--- src/rtl/pcios_queue.sv ---
`default_nettype none
module pcios_queue #(
  parameter int W = 8
) (
  input  wire logic         clk,
  input  wire logic         rst_n,
  input  wire logic         push,
  input  wire logic [W-1:0] wdata,
  output logic              full,
  input  wire logic         pop,
  output logic              empty,
  output logic [W-1:0]      rdata
);
  logic [W-1:0] mem_r [2];
  logic         wp_r, rp_r;
  logic [1:0]   cnt_r;

  always_ff @(posedge clk) begin
    if (!rst_n) begin
      wp_r  <= 1'b0;
      rp_r  <= 1'b0;
      cnt_r <= '0;
    end else begin
      if (push) wp_r <= ~wp_r;
      if (pop)  rp_r <= ~rp_r;
      cnt_r <= cnt_r + {1'b0, push} - {1'b0, pop};
    end
    if (push) mem_r[wp_r] <= wdata;
  end

  assign full  = cnt_r[1];
  assign empty = (cnt_r == 2'd0);
  assign rdata = mem_r[rp_r];
endmodule
`default_nettype wire

--- config.mk ---
export PLATFORM = sky130hd
export DESIGN_NAME = pcios_queue
export DESIGN_NICKNAME = d
export VERILOG_FILES = /design/src/rtl/pcios_queue.sv
export SDC_FILE = /design/constraint.sdc
export NUM_CORES = 1
export LEC_CHECK = 0
export BUFFER_PORTS_ARGS = -buffer_cell sky130_fd_sc_hd__buf_4
export CAP_MARGIN = 25
export CORE_UTILIZATION = 50
export DETAILED_ROUTE_END_ITERATION = 8
export PLACE_DENSITY = 0.77
export SYNTH_ARGS = -nofsm -noshare
export SYNTH_HDL_FRONTEND = slang
export SYNTH_SLANG_ARGS = --single-unit
--- constraint.sdc ---
create_clock -name clk -period 3.2 [get_ports clk]
set_input_delay 0.32 -clock clk [delete_from_list [all_inputs] [get_ports clk]]
set_output_delay 0.32 -clock clk [all_outputs]
set_load 0.01 [all_outputs]
# Yosys cells after proc, flatten, opt, wreduce, memory -nomap -nowiden
# Memories as Yosys holds them, arrays and structs flattened. A register that Yosys moved wholly into a read port is not among the register bits.
# Cells that the tools add are included.
[totals]
mem_bits_rw = 16
in_bits = 12
wordCells = 13
out_inout_bits = 10
rom_bits = 0
n_memories = 1
latchBits = 0
reg_bits = 4
[classes]
div = 0
eq_ne = 0
bitwise_logic = 2
n_reduce_logical = 1
shifts = 0
order_cmp = 0
multipliers = 0
n_mux = 4
addsub = 2
[memory_table]
columns = ["memory", "depth", "width", "read_ports", "rd_clocked_by_memory_dff", "write_ports", "line_no", "text"]
rows = [
  ["mem_r", 2, 8, 1, 1, 1, "14", "logic [W-1:0] mem_r [2];"],
]
[op_table]
columns = ["operator", "n"]
rows = [
  ["$mux 1", 4],
  ["$add 2x1->2", 1],
  ["$logic_not 2->1", 1],
  ["$not 1->1", 2],
  ["$sub 2x1->2", 1],
]

# Logic depth before layout (Yosys ltp)
[depth]
depth_word = 3
mapped_depth = 6
mapped_depth_nobuf = 6

# Worst setup path before layout
# OpenSTA, ideal clock, no wires.
[synth_timing]
path_kind = "input to register"
from = "input port push"
to = "memory mem_r[0][0], enable pin"
arrival_ns = 0.772
stages = 1
t_required_ns = 2.825
path_buffers = 0
path_slack_ns = 2.053
setup_time_ns = 0.375
path_cell_list = "nor2b_1"
[synth_via]
elab_chain_cells = 2
[synth_rtl]
columns = ["item", "line_no", "text"]
rows = [
  ["from (decl)", "7", "input wire logic push,"],
  ["$mux 1", "28", "if (push) mem_r[wp_r] <= wdata;"],
  ["$mux 1 (not written as such)", "28", ""],
  ["to (decl)", "14", ""],
]
# Every way passes these cells.

==> results.sh <==
export IMPL_numCtsBuffers=3
export IMPL_switching_share_pct=22.2
export IMPL_layout_nets=84
export IMPL_place_inst=81
export IMPL_dpl_hpwl_um=798
export IMPL_grt_antenna_before_repair=0
export IMPL_syn_area_um2=797
export IMPL_cts_root_buf="clkbuf_4"
export IMPL_hold_start="wdata[5]"
export IMPL_outcome="finished clean"
export IMPL_p_sw_mw=0.120
export IMPL_diodes=0
export IMPL_post_cts_buffers=0
export IMPL_io_buffers=21
export IMPL_path_clk_slew_ps=110
export IMPL_grt_use_total_pct=14.7
export IMPL_fmax_mhz=597
export IMPL_grt_pass1_wl_mm=1.88
export IMPL_p_int_mw=0.422
export IMPL_overflow=0
export IMPL_initial_core_util_pct=53.5
export IMPL_final_max_slew_viol_count=0
export IMPL_clkLatencyLatePin_ps=290
export IMPL_crit_path_start_kind="flip-flop"
export IMPL_remaining_drc_errors=0
export IMPL_cap_violations=0
export IMPL_powerDensity_nw_per_um2=545
export IMPL_p_comb_share_pct=17.7
export IMPL_p_clk_share_pct=22.4
export IMPL_grt_pass1_vias=444
export IMPL_initialDrtViolationCount=10
export IMPL_grt_max_degree=12
export IMPL_worstPathArrival_ps=1360
export IMPL_pin_count=22
export IMPL_ys_types=13
export IMPL_die_width_um=41.9
export IMPL_crit_chain="mux2_2 -> buf_4"
export IMPL_fin_crit_ps=1680
export IMPL_viasPerCell=4.86
export IMPL_fp_dieH_um=41.9
export IMPL_crit_required_ps=2880
export IMPL_synth_seq_cells=21
export IMPL_place_congestion=0.672
export IMPL_worst_path_buf_inv=1
export IMPL_cpMaxStageDelayCell="dfxtp_1"
export IMPL_ys_seq_area_share_pct=72.8
export IMPL_num_rows=14
export IMPL_fin_crit_sh_pct=52.4
export IMPL_path_max_fanout=8
export IMPL_cts_sinks=21
export IMPL_ir_drop_v=0.000299
export IMPL_cp_end_kind="output pin"
export IMPL_layout_commonest_cell="buf_4"
export IMPL_via_count=413
export IMPL_synthCells=45
export IMPL_cts_tree="built"
export IMPL_dr_pass1_iters=4
export IMPL_syn_to_final_growth_pct=25.0
export IMPL_tns_ps=0
export IMPL_final_cell_mix="buf_4, edfxtp_1, mux2_2"
export IMPL_hold_viol=0
export IMPL_synth_top_area_cell="edfxtp_1"
export IMPL_yosys_warnings=0
export IMPL_syn_avg_cell_area_um2=17.7
export IMPL_syn_num_nets=59
export IMPL_netlist_top_cells_area="edfxtp_1, dfxtp_1, mux2_2, and2_1, ha_1"
export IMPL_finalNonFillerCells=85
export IMPL_rsz0062_at_grt="false"
export IMPL_critPathKind="reg -> out"
export IMPL_drt_total_wl_mm=1.06
export IMPL_drive_above_1_share_pct=47.8
export IMPL_htreeDepth=1
export IMPL_fin_worst_skew_ps=1.92
export IMPL_core_area_um2=1490
export IMPL_synth_top_area_share_pct=60.3
export IMPL_routedWlPerCell_um=12.5
export IMPL_finalSetupViolations=0
export IMPL_p_leak_nw=0.402
export IMPL_cp_top_family="flip-flops"
export IMPL_detail_route_antenna_nets=0
export IMPL_clockBufferDepth=2
export IMPL_relSlewSlack_pct=50.0
export IMPL_slowest_delay_ps=540
export IMPL_die_area_um2=1760
export IMPL_tightest_slew_ps=748
export IMPL_post_cts_resized=0
export IMPL_reg2reg_from="wp_r"
export IMPL_holdBufCountCts=0
export IMPL_pwr_share_seq_pct=59.8
export IMPL_hp_class="in -> reg"
power groups by stage:
stage | registers [mW] | clock network (mW) | logic, mW
final | 0.325 | 0.122 | 0.0963
after global routing | 0.327 | 0.142 | 0.105
after CTS | 0.326 | 0.126 | 0.0981
after detailed placement | 0.332 | 0 | 0.0977
after global placement | 0.331 | 0 | 0.0958
after floorplan | 0.328 | 0 | 0.0556
metrics by stage:
| stage | hold WS [ps] | utilization (%) | total power [mW] | cell area (um^2) | setup slack (ps) |
|---|---|---|---|---|---|
| final | 206 | 66.9 | 0.543 | 996 | 1520 |
| after global routing | 176 | 66.9 | 0.574 | 996 | 1420 |
| after CTS | 195 | 66.9 | 0.550 | 996 | 1490 |
| after detailed placement | 509 | 65.1 | 0.429 | 970 | 1750 |
| after global placement | 508 | 65.1 | 0.427 | 970 | 1860 |
| after floorplan | 419 | - | 0.384 | 797 | 2050 |
state kept, by name (all words and copies together), names as in the netlist, named ones only:
signal  cells
wp_r        1
rp_r        1
cnt_r       2
mem_r      16
final timing paths:
kind	end	slack, ps	depth (start not counted)
max	rdata[3]	1520	2
min reg2reg	rp_r	590	2
max reg2reg	mem_r[0][3]	1920	1
min	mem_r[0][5]	210	1
logic make-up (layout without fill, tap and decap cells):
| logic type | after synthesis | count (layout) | share of synthesized area [%] |
|---|---|---|---|
| adders and majority gates | 2 | 2 | 3.14 |
| xor gates and xnor gates | 2 | 2 | 3.92 |
| and+or+nand+nor | 8 | 8 | 6.28 |
| muxes | 8 | 8 | 11.3 |
| AOI/OAI and AO/OA | 1 | 1 | 0.942 |
| buffers and inverters | 3 | 27 | 1.57 |
| DFF | 21 | 21 | 72.8 |
synthesized netlist by cell type:
| cell | instances |
|---|---|
| and2_1 | 4 |
| buf_2 | 1 |
| dfxtp_1 | 5 |
| edfxtp_1 | 16 |
| ha_1 | 2 |
| inv_1 | 2 |
| mux2_2 | 8 |
| nor2_1 | 1 |
| nor2b_1 | 2 |
| nor2b_2 | 1 |
| o21a_1 | 1 |
| xnor3_1 | 1 |
| xor2_1 | 1 |
final cells by class:
type / instances / area (um^2)
sequential: 21 / 581
fill: 111 / 493
multi-input combinational: 21 / 204
timing repair buffer: 21 / 158
clock buffer: 4 / 26.3
tap: 16 / 20.0
inverter: 2 / 7.51
metal layers:
metal	wire [um]	track usage, %	share of wire [%]
met5	0	0	0
met4	10	7.74	0.94
met3	41	3.91	3.9
met2	541	23.1	51
met1	466	18.5	44
Power figures use the tool's default switching activity.
