$ cat src/rtl/pcios_pkg.sv
`default_nettype none
package pcios_pkg;

  localparam int NumChunksDef = 4096;
  localparam int CfgW = 11;
  localparam int LbaW = 48;
  localparam int LenW = 24;
  localparam int CntW = 32;
  localparam int TotSecW = 64;
  localparam int ChkSecW = 48;
  localparam int IdxOutW = 12;
  localparam int WinW = 13;
  localparam int SecPerMbLog2 = 11;

  typedef struct packed {
    logic [LbaW-1:0] start_sector;
    logic [LenW-1:0] length_sectors;
    logic            is_write;
  } in_beat_t;

  typedef struct packed {
    logic [IdxOutW-1:0] chunk_index;
    logic               out_of_range;
    logic               first_in_window;
    logic [WinW-1:0]    chunks_in_window;
    logic [CntW-1:0]    total_requests;
    logic [CntW-1:0]    chunk_requests;
  } out_beat_t;

  typedef enum logic [1:0] {
    FR_IDLE,
    FR_DIV,
    FR_PUSH
  } front_state_t;

  typedef enum logic [2:0] {
    BK_CLEAR,
    BK_IDLE,
    BK_READ,
    BK_WAIT,
    BK_WRITE
  } back_state_t;

endpackage
`default_nettype wire

$ cat src/rtl/pcios_front.sv
`default_nettype none
module pcios_front #(
  parameter int NUM_CHUNKS = pcios_pkg::NumChunksDef,
  parameter int IDX_W = $clog2(NUM_CHUNKS)
) (
  input  wire logic                         clk,
  input  wire logic                         rst_n,
  input  wire logic                         start,
  output logic                              busy,
  input  wire pcios_pkg::in_beat_t          in_data,
  input  wire logic [pcios_pkg::CfgW-1:0]   size_mb,
  output logic                              q_push,
  input  wire logic                         q_full,
  output logic [pcios_pkg::LenW-1:0]        q_len,
  output logic                              q_wr,
  output logic                              q_oor,
  output logic [IDX_W-1:0]                  q_idx
);
  import pcios_pkg::*;

  localparam int DivW = CfgW + SecPerMbLog2;
  localparam int CntBitsW = $clog2(LbaW + 1);

  front_state_t          state_r, state_nxt;
  logic [LbaW-1:0]       quo_r, quo_nxt;
  logic [DivW-1:0]       rem_r, rem_nxt;
  logic [DivW-1:0]       dvs_r, dvs_nxt;
  logic [CntBitsW-1:0]   cnt_r, cnt_nxt;
  logic [LenW-1:0]       len_r, len_nxt;
  logic                  wr_r, wr_nxt;
  logic [DivW:0]         trial;
  logic [DivW:0]         diff;

  always_ff @(posedge clk) begin
    if (!rst_n) begin
      state_r <= FR_IDLE;
      cnt_r   <= '0;
    end else begin
      state_r <= state_nxt;
      cnt_r   <= cnt_nxt;
    end
    quo_r <= quo_nxt;
    rem_r <= rem_nxt;
    dvs_r <= dvs_nxt;
    len_r <= len_nxt;
    wr_r  <= wr_nxt;
  end

  assign trial = {rem_r, quo_r[LbaW-1]};
  assign diff  = trial - {1'b0, dvs_r};

  always_comb begin
    state_nxt = state_r;
    quo_nxt   = quo_r;
    rem_nxt   = rem_r;
    dvs_nxt   = dvs_r;
    cnt_nxt   = cnt_r;
    len_nxt   = len_r;
    wr_nxt    = wr_r;
    busy      = 1'b1;
    q_push    = 1'b0;
    case (state_r)
      FR_IDLE: begin
        busy = 1'b0;
        if (start) begin
          quo_nxt   = in_data.start_sector;
          rem_nxt   = '0;
          dvs_nxt   = {(size_mb == '0) ? CfgW'(1) : size_mb, {SecPerMbLog2{1'b0}}};
          cnt_nxt   = CntBitsW'(LbaW);
          len_nxt   = in_data.length_sectors;
          wr_nxt    = in_data.is_write;
          state_nxt = FR_DIV;
        end
      end
      FR_DIV: begin
        if (!diff[DivW]) begin
          rem_nxt = diff[DivW-1:0];
          quo_nxt = {quo_r[LbaW-2:0], 1'b1};
        end else begin
          rem_nxt = trial[DivW-1:0];
          quo_nxt = {quo_r[LbaW-2:0], 1'b0};
        end
        cnt_nxt = cnt_r - CntBitsW'(1);
        if (cnt_r == CntBitsW'(1)) state_nxt = FR_PUSH;
      end
      FR_PUSH: begin
        if (!q_full) begin
          q_push    = 1'b1;
          state_nxt = FR_IDLE;
        end
      end
      default: state_nxt = FR_IDLE;
    endcase
  end

  assign q_len = len_r;
  assign q_wr  = wr_r;
  assign q_oor = (quo_r >= LbaW'(NUM_CHUNKS));
  assign q_idx = quo_r[IDX_W-1:0];

endmodule
`default_nettype wire

$ cat config.mk
export PLATFORM = sky130hd
export DESIGN_NAME = pcios_front
export DESIGN_NICKNAME = d
export VERILOG_FILES = /design/src/rtl/pcios_pkg.sv /design/src/rtl/pcios_front.sv
export SDC_FILE = /design/constraint.sdc
export NUM_CORES = 1
export LEC_CHECK = 0
export BUFFER_PORTS_ARGS = -buffer_cell sky130_fd_sc_hd__buf_2
export CAP_MARGIN = 20
export CORE_ASPECT_RATIO = 1.25
export CORE_MARGIN = 5
export CORE_UTILIZATION = 40
export CTS_CLUSTER_SIZE = 14
export DETAILED_ROUTE_END_ITERATION = 12
export PLACE_DENSITY_LB_ADDON = 0.12
export SYNTH_ARGS = -nofsm -noshare
export SYNTH_HDL_FRONTEND = slang
export SYNTH_SLANG_ARGS = --single-unit
$ cat constraint.sdc
create_clock -name clk -period 3.4 [get_ports clk]
set_input_delay 0.17 -clock clk [delete_from_list [all_inputs] [get_ports clk]]
set_output_delay 0.17 -clock clk [all_outputs]
set_load 0.1 [all_outputs]
# After elaboration in Yosys (flattened, before gate mapping)
# Cells that the tools add are included.
# word_totals
input_bits,88
out_inout_bits,40
wordCells,37
reg_bits,114
# classes
n_mux,15
n_addsub,2
n_lt_le_gt_ge,1
eq_ne,6
n_reduce_logical,6
# op_table
cell,n
48-bit case mux with 2 select lines,1
48-bit by 13-bit greater-or-equal comparator with 1-bit output (second input constant),1
48-bit two-way mux,1
22-bit two-way mux,2
22-bit case mux with 2 select lines,1
23-bit by 22-bit subtractor with 23-bit output,1
6-bit case mux with 2 select lines,1
11-bit logical NOT,1
6-bit by 1-bit == test with 1-bit output (second input constant),1
2-bit two-way mux,3
6-bit two-way mux,1
2-bit != test (second input constant),3
2-bit case mux with 3 select lines,1
6-bit by 1-bit subtractor with 6-bit output (second input constant),1
1-bit two-way mux,4
2-bit AND reduction,2
3-bit AND reduction,1
2-bit by 1-bit == test with 1-bit output (second input constant),1
2-bit == test (second input constant),1
2-bit logical NOT,1
2-bit nonzero test,1

# Logic depth before layout (Yosys ltp)
# logic_depth
word_depth,3
mapped_depth,9
mapped_depth_nobuf,9

# Worst setup path after synthesis
# OpenSTA, ideal clock, no wires.
# synth_path
path_kind,register to register
start,reg state_r[1]
end,reg quo_r[0] (enable)
path_stages_with_launch,5
setup_ps,732
period_less_slack_ps,2982
path_slack_ps,418
n_path_buf,2
t_arrival_ps,2251
t_required_ps,2668
path_cell_list,dfxtp_1 nand2b_1 clkbuf_1 clkbuf_1 nand2_1
# synth_via
elab_chain_cells,3
elab_cells_between_ends,5
classes_between,eq/ne: 2; reduce/logical: 3
# synth_lines
element,line_no,rtl
from (decl),pcios_front.sv:24,"front_state_t state_r, state_nxt;"
from (signal assigned),pcios_front.sv:39,state_r <= state_nxt;
2-bit by 1-bit == test with 1-bit output or 2-bit logical NOT (tied branches),pcios_front.sv:62,case (state_r)
2-bit nonzero test (no source line) or 2-bit != test (tied branches),--,
2-bit AND reduction (no source line) (*),--,
to (signal assigned),pcios_front.sv:42,quo_r <= quo_nxt;
to (decl),pcios_front.sv:25,"logic [LbaW-1:0] quo_r, quo_nxt;"
# Mark *: on every way between the ends. The rest lies on a longest branch, timed or not.
# A chain may end at the register's enable or synchronous reset.

# Final worst setup path
# layout_path
start,reg rem_r[17]
end,"reg rem_r[13], data pin"
# layout_via
elab_chain_cells,3
# layout_lines
element,line_no,rtl
from (decl),pcios_front.sv:26,"logic [DivW-1:0] rem_r, rem_nxt;"
from (signal assigned),pcios_front.sv:43,rem_r <= rem_nxt;
23-bit by 22-bit subtractor with 23-bit output,pcios_front.sv:50,"assign diff = trial - {1'b0, dvs_r};"
22-bit two-way mux,pcios_front.sv:76,if (!diff[DivW]) begin
22-bit case mux with 2 select lines,pcios_front.sv:62,
# Every way passes these cells.

==> metrics.md <==
| Metric | Value |
|---|---|
| Status | completed |
| Fin worst setup slack | 1020 ps |
| Via density | 4.74 |
| Clock sinks | 114 |
| RSZ-0062 raised after global routing | false |
| Initial Util | 40.2% |
| Clk slew on worst S/H paths | 50 ps |
| Number of antenna violations at the first check in global routing | 0 |
| Worst-skew pair later-pin latency | 390 ps |
| Layout cell share with drive strength beyond 1 | 27.5% |
| FF+latch count, synth | 114 |
| Number of enable flip-flop cells after synthesis | 106 |
| Slowest cell on crit path | edfxtp_1 |
| Req. time, crit path | 3530 ps |
| Most frequent cells in the layout | nand2_1, buf_2, edfxtp_1 |
| Period utilization | 69.9% |
| Remaining global-route overflow | 0 |
| VDD IR max | 0.000470 V |
| Core region area | 13100 um2 |
| WL/cell | 14.1 um |
| Worst rel slew slack | 48.4% |
| Tightest Pin Transition | 773 ps |
| Top cells by area, synth | edfxtp_1, nand2_1, ha_1, dfxtp_1, buf_4 |
| Worst Setup End Kind | register |
| I/O Buffers | 127 |
| Share of the synthesized area in the top cell type | 60.3% |
| Worst slack, placed | 1020 ps |
| Area after DPL | 6000 um2 |
| Crit start category | register |
| Layout overhead on the synthesized area | 31.9% |
| Finish-stage setup viols | 0 |
| Fin. max-slew vios | 0 |
| Crit path arrival time | 2500 ps |
| Post-Route WL | 11500 um |
| DRT Pass-1 Iters | 4 |
| TritonCTS clock tree | yes |
| Drc violations | 0 |
| Tot GR Track Use | 14.8% |
| Slowest stage delay, CP | 410 ps |
| CTS Buf Count | 17 |
| CTS max path bufs | 2 |
| Via count | 3839 |
| H-tree levels | 4 |
| Setup Buffers After CTS | 0 |
| Worst-path fanout max | 9 |
| Pin count of the biggest net entering global routing | 47 |
| Final Non-Filler Cells | 810 |
| First-pass GRT wire length | 18800 um |
| Cells after synthesis | 479 |
| Vias in the first global route | 3839 |
| Worst Skew | 5.94 ps |
| Cell Count Post-Placement | 743 |
| Most used DFF post-synth | edfxtp_1 |
| Syn_nets | 581 |
| Clk root buf | clkbuf_16 |
| Setup TNS | 0 ps |
| Period minus WS final | 2380 ps |
| Crit path kind | reg2reg |
| Sequential fraction of the synthesis area | 63.4% |
| Net count, final | 728 |
| Commonest non-fill, non-tap cell in the layout | nand2_1 |
| Final ANT Viol Nets | 0 |
| DRT iter0 DRCs | 256 |
| FFs w/ async S/R, synth | 0% |
| N_diodes | 0 |
| Yosys warns | 0 |
| Multi-input logic area | 1690 um2 |
| Pwr dens | 729 nW/um2 |
| Die Footprint | 15600 um2 |
| Post-CTS resize count | 0 |
| Filler cell count | 1202 |
| I/O pin total | 128 |
| Die W | 113 um |
| Hold-fix buffers, CTS | 35 |
| # rows | 47 |
| Design area | 6960 um2 |
| Synth Area per Inst | 11.0 um2 |
| CP Cell Sequence | ha_1 > a21oi_2 > nor3b_1 > or3_4 > o21a_1 > o211ai_1 > o41ai_2 |
| Routability congestion estimate | 0.802 |
| Sequential Area | 3340 um2 |
| Final Hold Fails | 0 |
| Max Clock Freq | 421 MHz |
| Area leader, netlist | edfxtp_1 |
| Leakage | 2.97 nW |
| DIE HEIGHT | 138 um |
| Max-Cap Viols | 0 |
| Fin util | 53.1% |
| Hold WC Path Type | in2reg |
| Mapped Area | 5280 um2 |
| Dpl hpwl | 7880 um |
| Post-synthesis cell type count | 44 |
[flip-flops by register name, indices dropped and copies added (netlist names)]
name	cells
cnt_r	6
state_r	2
q_len	24
rem_r	22
q_wr	1
quo_r	48
dvs_r	11
[final cells by class]
| cell class | count | area share (%) |
|---|---|---|
| clock inverters | 15 | 2.71 |
| well taps | 171 | 3.07 |
| clock buffers | 17 | 6.11 |
| multi-input cells | 309 | 24.3 |
| repair buffers | 167 | 14.9 |
| inverters | 17 | 0.917 |
| flip-flops and latches | 114 | 48.0 |
[synth_stat cells, types with 5 or more instances]
| cell type | n |
|---|---|
| a21oi_1 | 14 |
| and2_1 | 12 |
| buf_4 | 12 |
| clkbuf_1 | 23 |
| dfxtp_1 | 8 |
| edfxtp_1 | 106 |
| ha_1 | 13 |
| inv_1 | 17 |
| nand2_1 | 159 |
| nand3_1 | 6 |
| nor2_1 | 11 |
| nor2b_1 | 6 |
| nor3_1 | 7 |
| nor4_1 | 13 |
| o211ai_1 | 9 |
| o21a_1 | 5 |
| o21ai_0 | 8 |
| o31ai_1 | 5 |
[cells by family after synthesis]
family                   Yosys count  synth area share, %
adder cells (fa/ha/maj)           14                 3.46
multiplexers                       3                0.569
XOR/XNOR                           4                0.664
buffers and inverters             56                 4.86
flip-flops                       114                 63.4
AO/OA/AOI/OAI                     55                 7.30
AND/OR/NAND/NOR                  233                 19.8
[through the flow]
step / hold WS, ps / total power, W
global route: 20.0 / 0.00532
finish: 21.4 / 0.00508
detailed placement: 348 / 0.00323
CTS: 4.36 / 0.00513
floorplan: 269 / 0.00298
global placement: 347 / 0.00321
[where the power goes]
part | switching, W | leakage [nW] | internal, W
combinational | 0.000918 | 1.58 | 0.000360
sequential | 0.000112 | 1.11 | 0.00183
clock | 0.000633 | 0.288 | 0.00122
total | 0.00166 | 2.97 | 0.00341
[path summary, 6_finish.rpt]
kind / endpoint / slack, ps / start / cells after the start
max reg2reg: rem_r[13] / 1020 / rem_r[17] / 7
min reg2reg: cnt_r[5] / 500 / cnt_r[5] / 1
max: rem_r[13] / 1020 / rem_r[17] / 7
min: state_r[0] / 20 / rst_n / 3
[per-layer routing]
metal | vias to the layer above | GRT usage (%) | share of wire (%)
met5 | - | 0 | 0
li1 | 1964 | - | -
met3 | 7 | 3.72 | 5.4
met4 | 0 | 4.87 | 0.86
met2 | 102 | 24.3 | 49
met1 | 1766 | 19.2 | 45
[critical path, delay by kind of cell, from the launching register on]
kind | cells | cell delay (ps)
adder cells (fa/ha/maj) | 1 | 390
flip-flops | 1 | 410
AND/OR/NAND/NOR | 2 | 460
AO/OA/AOI/OAI | 4 | 840
No activity file was read; power rests on OpenSTA's default activity.
